[config.mk]
export PLATFORM = sky130hd
export DESIGN_NAME = mhe_ram
export DESIGN_NICKNAME = d
export VERILOG_FILES = /design/src/rtl/mhe_pkg.sv /design/src/rtl/mhe_ram.sv
export SDC_FILE = /design/constraint.sdc
export NUM_CORES = 2
export LEC_CHECK = 0
export BUFFER_PORTS_ARGS = -buffer_cell sky130_fd_sc_hd__buf_2
export CORE_MARGIN = 2
export CORE_UTILIZATION = 68
export DETAILED_ROUTE_END_ITERATION = 10
export PLACE_DENSITY = 0.85
export SETUP_SLACK_MARGIN = 0.3
export SKIP_CTS_REPAIR_TIMING = 1
export SYNTH_ARGS = -nofsm -noshare
export SYNTH_HDL_FRONTEND = slang
export SYNTH_SLANG_ARGS = --single-unit
export TNS_END_PERCENT = 100
[constraint.sdc]
create_clock -name clk -period 5.6 [get_ports clk]
set_clock_uncertainty 0.05 [all_clocks]
set_input_delay 0.84 -clock clk [delete_from_list [all_inputs] [get_ports clk]]
set_output_delay 0.84 -clock clk [all_outputs]
set_load 0.02 [all_outputs]
[src/rtl/mhe_pkg.sv]
`timescale 1ns / 1ps

package mhe_pkg;

	localparam int KEY_W = 32;
	localparam int STATUS_W = 2;

	// operation codes
	localparam logic FUNC_LOAD = 1'b0;
	localparam logic FUNC_EXTRACT = 1'b1;

	// status codes
	localparam logic [STATUS_W-1:0] STATUS_OK = 2'd0;
	localparam logic [STATUS_W-1:0] STATUS_EMPTY = 2'd1;
	localparam logic [STATUS_W-1:0] STATUS_FULL = 2'd2;

	// key returned when extracting from an empty heap
	localparam logic signed [KEY_W-1:0] EMPTY_KEY = 32'sh7fff_ffff;

	// one finished result, handed from the sequencer to the output register
	typedef struct packed {
		logic signed [KEY_W-1:0] key;
		logic [STATUS_W-1:0] status;
	} res_t;

endpackage

[src/rtl/mhe_ram.sv]
`timescale 1ns / 1ps

// heap array: one write port, two read ports, registered read data
module mhe_ram #(
	parameter int DEPTH = 64,
	parameter int AW = 6
) (
	input logic clk,
	input logic we,
	input logic [AW-1:0] waddr,
	input logic signed [mhe_pkg::KEY_W-1:0] wdata,
	input logic [AW-1:0] raddr0,
	input logic [AW-1:0] raddr1,
	output logic signed [mhe_pkg::KEY_W-1:0] rdata0,
	output logic signed [mhe_pkg::KEY_W-1:0] rdata1
);

	logic signed [mhe_pkg::KEY_W-1:0] mem_q [DEPTH];

	always_ff @(posedge clk) begin
		if (we) begin
			mem_q[waddr] <= wdata;
		end
		rdata0 <= mem_q[raddr0];
		rdata1 <= mem_q[raddr1];
	end

endmodule

==> run summary <==
Status: finished with violations
Failing checks: slew limit
GPL Wtd Cong: 0.906
FP Rows: 137
ANT nets after route: 0
Post-Syn Instances: 4,412
Via count: 56,800
Worst path arrival time: 4230 ps
Final worst path period need: 3480 ps
Final period utilization: 0.622
Pwr dens: 322 mW/mm^2
Critical path's largest stage delay: 1370 ps
Ratio of cells with drive above 1 in the final layout: 0.388
Average wire per standard cell: 45.9 um
Mean Syn Cell Area: 21.7 um^2
Yosys reg bits: 2,112
Core Area: 0.140 mm^2
CTS tree: built
Root buf cell: clkbuf_16
Clock tree buffer depth: 3
Synthesized area: 0.0957 mm^2
Largest net degree at the start of global routing: 105
P_leak: 0.0333 uW
Critical path's slowest cell: a221oi_1
Initial DRC Count: 12,500
CP Launch Type: primary input
Combinational power share: 0.088
Drt drc: 0
# setup viols final: 0
Number of nets in the layout: 4,632
Maximum vdd drop: 286 uV
Final WL: 305 mm
Net Count, Synth: 4,464
Worst Path Class, Setup: primary input to flip-flop
Global route overflow: 0
Die W: 379 um
Final hold vios: 0
Switching share of total power: 0.237
Die Footprint: 0.144 mm^2
Clock group share of total power: 0.394
Hold WS: 602 ps
Max-slew violation count: 1
Seq pwr share: 0.518
H-Tree Depth: 4
Sequential share of the synthesized area: 0.656
Setup Total Neg Slack: 0 ps
Crit Path Max Fanout: 42
I/O pin cnt: 116
DP HPWL: 174 mm
P_int: 26,000 uW
Netlist cell types: 38
Synth Warn #: 0
Synth area leader: edfxtp_1
Fmax: 0.287 GHz
Sink Count: 2,112
First-pass GRT wire length: 429 mm
Vias in the first global route: 57,400
Top cell type's share of synthesized area: 0.643
Cells along the critical path: buf_8, buf_4, mux4_2, mux2i_1, a221oi_1, o32a_1
Clock-pin slew of the registers on the worst-case setup and hold paths: 70 ps
WP data required: 6350 ps
RSZ-0062 raised after global routing: no
Area grow syn2layout: 10.5%
Antenna violations before repair: 45
Die Y: 379 um
Post-route cell area: 0.106 mm^2
Clk Latency, worst-skew pair: 870 ps
GR Util All Layers: 0.436
Psw: 8090 uW
Crit. End Element: flip-flop
TritonCTS Buffers: 203
Placed standard-cell area: 0.0993 mm^2
HP Class: primary input to flip-flop
IO Port Bufs: 115
Max-cap violation count: 0
DR vias/cell: 8.53
Relative slew margins: -0.0990
Least-Margin Pin Slew: 1650 ps
Drt pass-1 iters: 7
Top cells by area, synth: edfxtp_1 (64%), mux4_2 (26%), mux2i_1 (2.1%), dfxtp_1 (1.3%), a22oi_1 (0.67%)
Starting Density: 0.686
-- worst max-delay path: cells and delay by family --
family,cells,cell delay (ps)
muxes,2,520
AOI/OAI and AO/OA,2,1710
buffers and inverters,2,1040
-- flip-flops by register name (all words and copies together) (netlist names) --
| signal | cells |
|---|---|
| mem_q | 2048 |
| rdata1 | 32 |
| rdata0 | 32 |
-- cell families after synthesis --
kind of cell    share of synthesized area
flops                               0.656
mux                                 0.290
buf+inv                            0.0183
compound gates                     0.0239
simple gates                       0.0113
-- cell type report --
type	instances	area, um^2
flip-flops and latches	2112	62800
fillers	6830	33800
multi-input cells	1952	31600
clock buffers	256	5400
repair buffers	310	2540
well taps	1876	2350
clock inverters	119	966
diodes	27	67.6
inverters	1	3.75
-- through the flow --
step,worst slack [ps],instances,util,power (uW)
2_1_floorplan,1520,4412,-,19600
3_3_place_gp,1590,6251,0.712,20700
3_5_place_dp,1530,6251,0.712,20800
4_1_cts,2350,6626,0.757,33900
5_1_grt,2180,6637,0.758,34600
6_report,2120,6653,0.758,34100
-- power by group through the flow --
stage                     logic, uW  registers (uW)  clock network, uW
after detailed placement       2820           18000                  0
after CTS                      2880           17600              13400
after floorplan                1680           18000                  0
final                          3000           17700              13400
after global placement         2760           18000                  0
after global routing           3040           17700              13900
-- cell usage in the layout, fill, tap and decap left out, drive strengths merged, types with 11 or more instances in the layout --
| master | n |
|---|---|
| clkinv | 99 |
| diode | 27 |
| dfxtp | 64 |
| mux2i | 204 |
| clkbuf | 256 |
| mux2 | 36 |
| buf | 310 |
| a21oi | 58 |
| o221ai | 16 |
| a221oi | 13 |
| o211ai | 27 |
| edfxtp | 2048 |
| o22ai | 56 |
| bufinv | 11 |
| nor2b | 19 |
| a211oi | 15 |
| nand2 | 93 |
| nor2 | 94 |
| a22oi | 85 |
| mux4 | 1124 |
| o21ai | 49 |
-- Yosys cell counts --
master	n
dfxtp_1	64
nor3_1	3
mux4_2	1124
nand4b_1	1
nor2_1	94
o32a_1	9
and2_1	6
o21ai_0	18
nand4_1	2
a21oi_1	58
clkbuf_1	135
or3_1	2
edfxtp_1	2048
nand2_1	93
o211ai_1	27
buf_4	55
nand2b_1	8
nand3_1	9
nor2b_1	19
a32oi_1	9
or2_2	3
buf_1	25
o22ai_1	56
buf_6	11
a22oi_1	85
nand3b_1	6
inv_2	1
a21boi_1	1
a221oi_1	13
o221ai_1	16
or3b_2	2
mux2_2	36
o41ai_1	1
buf_2	121
mux2i_1	204
o21ai_1	31
o211a_1	1
a211oi_1	15
-- routing by layer --
metal	vias up	global-route usage	share of wire
li1	19900	-	-
met1	28500	0.555	0.29
met2	6796	0.629	0.45
met3	1535	0.201	0.19
met4	52	0.241	0.070
met5	-	0.0199	0.0020
-- path summary, 6_finish.rpt --
path / startpoint / end / slack (ps) / depth (start not counted)
setup / recovery: raddr0[2] / rdata0[20] / 2120 / 6
hold / removal: wdata[4] / mem_q[50][4] / 600 / 2
setup reg to reg: mem_q[11][14] / rdata1[14] / 2930 / 4
hold reg to reg: mem_q[39][18] / rdata1[18] / 910 / 4
No activity file was read; power rests on OpenSTA's default activity.
