==> src/rtl/mhe_pkg.sv <==
`timescale 1ns / 1ps

package mhe_pkg;

	localparam int KEY_W = 32;
	localparam int STATUS_W = 2;

	// operation codes
	localparam logic FUNC_LOAD = 1'b0;
	localparam logic FUNC_EXTRACT = 1'b1;

	// status codes
	localparam logic [STATUS_W-1:0] STATUS_OK = 2'd0;
	localparam logic [STATUS_W-1:0] STATUS_EMPTY = 2'd1;
	localparam logic [STATUS_W-1:0] STATUS_FULL = 2'd2;

	// key returned when extracting from an empty heap
	localparam logic signed [KEY_W-1:0] EMPTY_KEY = 32'sh7fff_ffff;

	// one finished result, handed from the sequencer to the output register
	typedef struct packed {
		logic signed [KEY_W-1:0] key;
		logic [STATUS_W-1:0] status;
	} res_t;

endpackage

==> src/rtl/mhe_ctrl.sv <==
`timescale 1ns / 1ps

// sequencer: load append, root extract and one sift-down level per cycle
module mhe_ctrl #(
	parameter int CAPACITY = 64,
	parameter int IW = 6,
	parameter int CW = 7
) (
	input logic clk,
	input logic arst_n,
	// request side
	input logic req_valid,
	output logic req_ready,
	input logic req_func,
	input logic signed [mhe_pkg::KEY_W-1:0] req_key,
	// result side
	output logic res_valid,
	input logic res_ready,
	output mhe_pkg::res_t res,
	// memory side
	output logic mem_we,
	output logic [IW-1:0] mem_waddr,
	output logic signed [mhe_pkg::KEY_W-1:0] mem_wdata,
	output logic [IW-1:0] mem_raddr0,
	output logic [IW-1:0] mem_raddr1,
	input logic signed [mhe_pkg::KEY_W-1:0] mem_rdata0,
	input logic signed [mhe_pkg::KEY_W-1:0] mem_rdata1
);

	// child indexes need one bit more than the count
	localparam int AW = CW + 1;
	localparam logic [CW-1:0] CAP_C = CW'(CAPACITY);

	typedef enum logic [1:0] {
		ST_IDLE,
		ST_ROOT,
		ST_SIFT,
		ST_DONE
	} state_t;

	state_t state_q;
	logic [CW-1:0] count_q;
	logic [IW-1:0] pos_q;
	logic signed [mhe_pkg::KEY_W-1:0] cur_q;
	mhe_pkg::res_t res_q;

	logic accept;
	logic is_full;
	logic [AW-1:0] lc;
	logic [AW-1:0] rc;
	logic lc_ok;
	logic rc_ok;
	logic [AW-1:0] best;
	logic signed [mhe_pkg::KEY_W-1:0] best_key;
	logic swap;
	logic [IW-1:0] best_pos;
	logic [AW-1:0] nlc;
	logic [AW-1:0] nrc;

	assign req_ready = (state_q == ST_IDLE);
	assign accept = req_valid && req_ready;
	assign is_full = (count_q >= CAP_C);
	assign res_valid = (state_q == ST_DONE);
	assign res = res_q;

	// children of the current position and which of them are live
	assign lc = (AW'(pos_q) << 1) + AW'(1);
	assign rc = lc + AW'(1);
	assign lc_ok = lc < AW'(count_q);
	assign rc_ok = rc < AW'(count_q);

	// smaller child, left on a tie, if it beats the key being sifted
	always_comb begin
		best = AW'(pos_q);
		best_key = cur_q;
		if (lc_ok && (mem_rdata0 < best_key)) begin
			best = lc;
			best_key = mem_rdata0;
		end
		if (rc_ok && (mem_rdata1 < best_key)) begin
			best = rc;
			best_key = mem_rdata1;
		end
	end

	assign swap = (best != AW'(pos_q));
	assign best_pos = best[IW-1:0];
	assign nlc = (AW'(best_pos) << 1) + AW'(1);
	assign nrc = nlc + AW'(1);

	// memory addressing
	always_comb begin
		mem_we = 1'b0;
		mem_waddr = count_q[IW-1:0];
		mem_wdata = req_key;
		mem_raddr0 = '0;
		mem_raddr1 = IW'(count_q - CW'(1));
		unique case (state_q)
			ST_IDLE: begin
				mem_we = accept && (req_func == mhe_pkg::FUNC_LOAD) && !is_full;
			end
			ST_ROOT: begin
				mem_raddr0 = lc[IW-1:0];
				mem_raddr1 = rc[IW-1:0];
			end
			ST_SIFT: begin
				// move the smaller child up, or park the sifted key
				mem_we = 1'b1;
				mem_waddr = pos_q;
				mem_wdata = swap ? best_key : cur_q;
				mem_raddr0 = nlc[IW-1:0];
				mem_raddr1 = nrc[IW-1:0];
			end
			ST_DONE: begin
				mem_we = 1'b0;
			end
			default: begin
				mem_we = 1'b0;
			end
		endcase
	end

	// state and registered results
	always_ff @(posedge clk or negedge arst_n) begin
		if (!arst_n) begin
			state_q <= ST_IDLE;
			count_q <= '0;
			pos_q <= '0;
			cur_q <= '0;
			res_q <= '0;
		end else begin
			unique case (state_q)
				ST_IDLE: begin
					if (accept) begin
						pos_q <= '0;
						if (req_func == mhe_pkg::FUNC_LOAD) begin
							res_q.key <= '0;
							state_q <= ST_DONE;
							if (is_full) begin
								res_q.status <= mhe_pkg::STATUS_FULL;
							end else begin
								res_q.status <= mhe_pkg::STATUS_OK;
								count_q <= count_q + CW'(1);
							end
						end else if (count_q == '0) begin
							res_q.key <= mhe_pkg::EMPTY_KEY;
							res_q.status <= mhe_pkg::STATUS_EMPTY;
							state_q <= ST_DONE;
						end else begin
							count_q <= count_q - CW'(1);
							state_q <= ST_ROOT;
						end
					end
				end
				ST_ROOT: begin
					// root is the result, last entry starts the sift at the root
					res_q.key <= mem_rdata0;
					res_q.status <= mhe_pkg::STATUS_OK;
					cur_q <= mem_rdata1;
					state_q <= ST_SIFT;
				end
				ST_SIFT: begin
					if (swap) begin
						pos_q <= best_pos;
					end else begin
						state_q <= ST_DONE;
					end
				end
				ST_DONE: begin
					if (res_ready) begin
						state_q <= ST_IDLE;
					end
				end
				default: begin
					state_q <= ST_IDLE;
				end
			endcase
		end
	end

endmodule
==> config.mk <==
export PLATFORM = sky130hd
export DESIGN_NAME = mhe_ctrl
export DESIGN_NICKNAME = d
export VERILOG_FILES = /design/src/rtl/mhe_pkg.sv /design/src/rtl/mhe_ctrl.sv
export SDC_FILE = /design/constraint.sdc
export NUM_CORES = 1
export LEC_CHECK = 0
export BUFFER_PORTS_ARGS = -buffer_cell sky130_fd_sc_hd__buf_2
export CAP_MARGIN = 20
export CORE_MARGIN = 10
export CORE_UTILIZATION = 60
export CTS_CLUSTER_SIZE = 25
export DETAILED_ROUTE_END_ITERATION = 6
export MAX_ROUTING_LAYER = met4
export PLACE_DENSITY = 0.95
export SYNTH_ARGS = -nofsm -noshare
export SYNTH_HDL_FRONTEND = slang
export SYNTH_SLANG_ARGS = --single-unit
==> constraint.sdc <==
create_clock -name clk -period 11.8 [get_ports clk]
set_input_delay 0.59 -clock clk [delete_from_list [all_inputs] [get_ports clk]]
set_output_delay 0.59 -clock clk [all_outputs]
set_load 0.1 [all_outputs]
==> flow_metrics.tcl <==
set metrics [dict create \
    cap_violations 0 \
    totalWireLength_um 25900 \
    maxSlewViolCount 0 \
    yosys_warnings 0 \
    die_w_um 133 \
    synth_nets 1149 \
    avgSynthCellArea_um2 7.95 \
    drt_iter0_markers 1184 \
    hold_violations 0 \
    clock_sinks 81 \
    core_area_um2 12600 \
    insertion_delay_ns 0.35 \
    finalCriticalPeriod_ns 8.67 \
    synthTopCellsByArea "dfrtp_1 (26%), ha_1 (14%), nand2_1 (5.7%), o21ai_0 (5.4%), nand3_1 (5.2%)" \
    die_h_um 133 \
    start_util_pct 61.0 \
    gp_congestion 1.01 \
    grt_antenna_before_repair 0 \
    crit_fanout 33 \
    post-cts-setup-buffers 0 \
    setup_viol 0 \
    period_share_pct 73.5 \
    rows 41 \
    ios 188 \
    htree_levels 3 \
    hp-class "in -> async" \
    vias 8366 \
    grt_max_degree 99 \
    grt_overflow 0 \
    synth.cell_area_um2 7670 \
    area_growth_pct 16.4 \
    cts_buffers 9 \
    rsz0062_at_grt "false" \
    seq_area_frac_synth_pct 26.4 \
    port_buffers 187 \
    synth-seq-cells 81 \
    grt_pass1_vias 8057 \
    start_kind "register" \
    synthDominantCellAreaShare_pct 26.4 \
    synth_cells 965 \
    final_antenna_net_count 0 \
    crit_path_end_kind "output port" \
    max_freq_ghz 0.115 \
    path_clk_slew_ns 0.06 \
    die_area_um2 17700 \
    synth_common_cells "nand2_1 (117), ha_1 (83), o21ai_0 (83)" \
    vias_per_cell 6.55 \
    yosysUniqueCellTypes 68 \
    grt_pass1_wl_um 41300 \
    layout.nets 1284 \
    status "completed" \
    hold_buffers 0 \
    cts.repair.resized 0 \
    synth-async-reset-ratio_pct 100 \
    startpoint "cur_q[31]" \
    cts_tree "yes" \
    required_ns 11.21 \
    synth_flop_cell "dfrtp_1" \
    slew_headroom_pct 25.4 \
    hpwl_um 18500 \
    worst_path_max_delay_cell "nor3_4" \
    worst_slew_pin_slew_ns 1.12 \
    clock_skew_ns 0.00814 \
    synth_edf_count 0 \
    dr.pass1.iters 6 \
    criticalPathCategory "reg -> out" \
    tns_ns 0 \
    drc 0 \
    drive_above_1_share_pct 22.1 \
    cp_slowest_stage_delay_ns 0.89 \
    regToRegStartpoint "cur_q[31]" \
    yosysMostFrequentCell "nand2_1" \
    yosysTopAreaCell "dfrtp_1" \
    root_buffer "clkbuf_16" \
    clock_path_buffers 2 \
    reg2regPathDepth 21 \
    detail_route.wl_per_cell_um 20.3 \
    cp.arrival_ns 8.08 \
    grt_usage_pct 28.6 \
]
==> placed cells by master (no fill, tap or decap), types with 4 or more instances in the layout <==
master / count
buf_2: 186
nand2_1: 117
o21ai_0: 83
ha_1: 81
dfrtp_1: 81
nand3_1: 79
a21oi_1: 62
nor2_1: 58
inv_1: 53
a31oi_1: 36
mux2i_1: 36
o221ai_1: 21
nor3_1: 16
xnor2_1: 14
o211ai_1: 13
nand4_1: 12
o221ai_2: 10
buf_4: 10
clkbuf_16: 9
a21o_1: 8
nor2b_1: 6
o31ai_1: 6
o21a_1: 5
a211o_1: 5
a22oi_1: 5
o21ai_1: 4
nand2b_1: 4
a211oi_1: 4
xor2_1: 4
or3_1: 4
==> worst max-delay path, delay by kind of cell (launching register included) <==
family	cells	cell delay [ns]
XOR/XNOR	1	0.15
multiplexers	2	0.41
buffers and inverters	3	1.09
flip-flops	1	0.38
AO/OA/AOI/OAI	11	2.21
adder cells (fa/ha/maj)	3	0.92
AND/OR/NAND/NOR	8	2.56
==> metal layers <==
metal  routed length [um]  share of wire, %  up-vias  global-route usage, %
met3                 2410               9.3      108                   5.34
met1                10800                42     3862                   36.5
met2                11600                45      565                   42.7
li1                     -                 -     3831                      -
met5                    0                 0        -                      -
met4                 1080               4.2        0                   13.5
==> cells by family (layout without fill, tap and decap cells) <==
group,Yosys count,after routing,synth area share [%]
buffers and inverters,128,267,7.44
adders and majority gates,83,83,13.5
and+or+nand+nor,316,316,19.1
xor gates and xnor gates,18,18,2.06
other,0,1,0
muxes,38,38,4.99
DFF,81,81,26.4
AOI/OAI and AO/OA,301,301,26.4
==> area by class of cell <==
class                      instances  area (um^2)
antenna                            1         2.50
clock buffer                      12          246
clock inverter                     3         65.1
fill                             986         3640
inverter                          55          206
multi-input combinational        756         5130
sequential                        81         2030
tap                              172          215
timing repair buffer             197         1030
==> registers in the layout (all words and copies together), names as in the netlist <==
name	flops
res	34
cur_q	32
pos_q	6
count_q	7
state_q	2
==> final timing paths <==
| path | to | slack (ns) |
|---|---|---|
| max | mem_raddr1[5] | 3.13 |
| min | state_q[1] | 0.02 |
| max reg2reg | pos_q[4] | 4.32 |
| min reg2reg | res[26] | 0.47 |
| max in group asynchronous | count_q[5] | 10.97 |
| min in group clk | res[26] | 0.47 |
==> through the flow <==
stage,hold WS [ns],setup WS (ns),instances,utilization (%),cell area (um^2)
6_report,0.0249,3.13,1277,71.0,8930
5_1_grt,0.0255,2.59,1276,71.0,8920
4_1_cts,0.0250,3.25,1275,70.8,8900
3_5_place_dp,0.394,3.47,1260,68.3,8580
3_3_place_gp,0.393,3.73,1260,68.3,8580
2_1_floorplan,0.294,3.92,965,-,7670
Power is left out: the tool's default activity adds up to more than one toggle a clock period on the data nets, which glitch-free logic cannot reach.
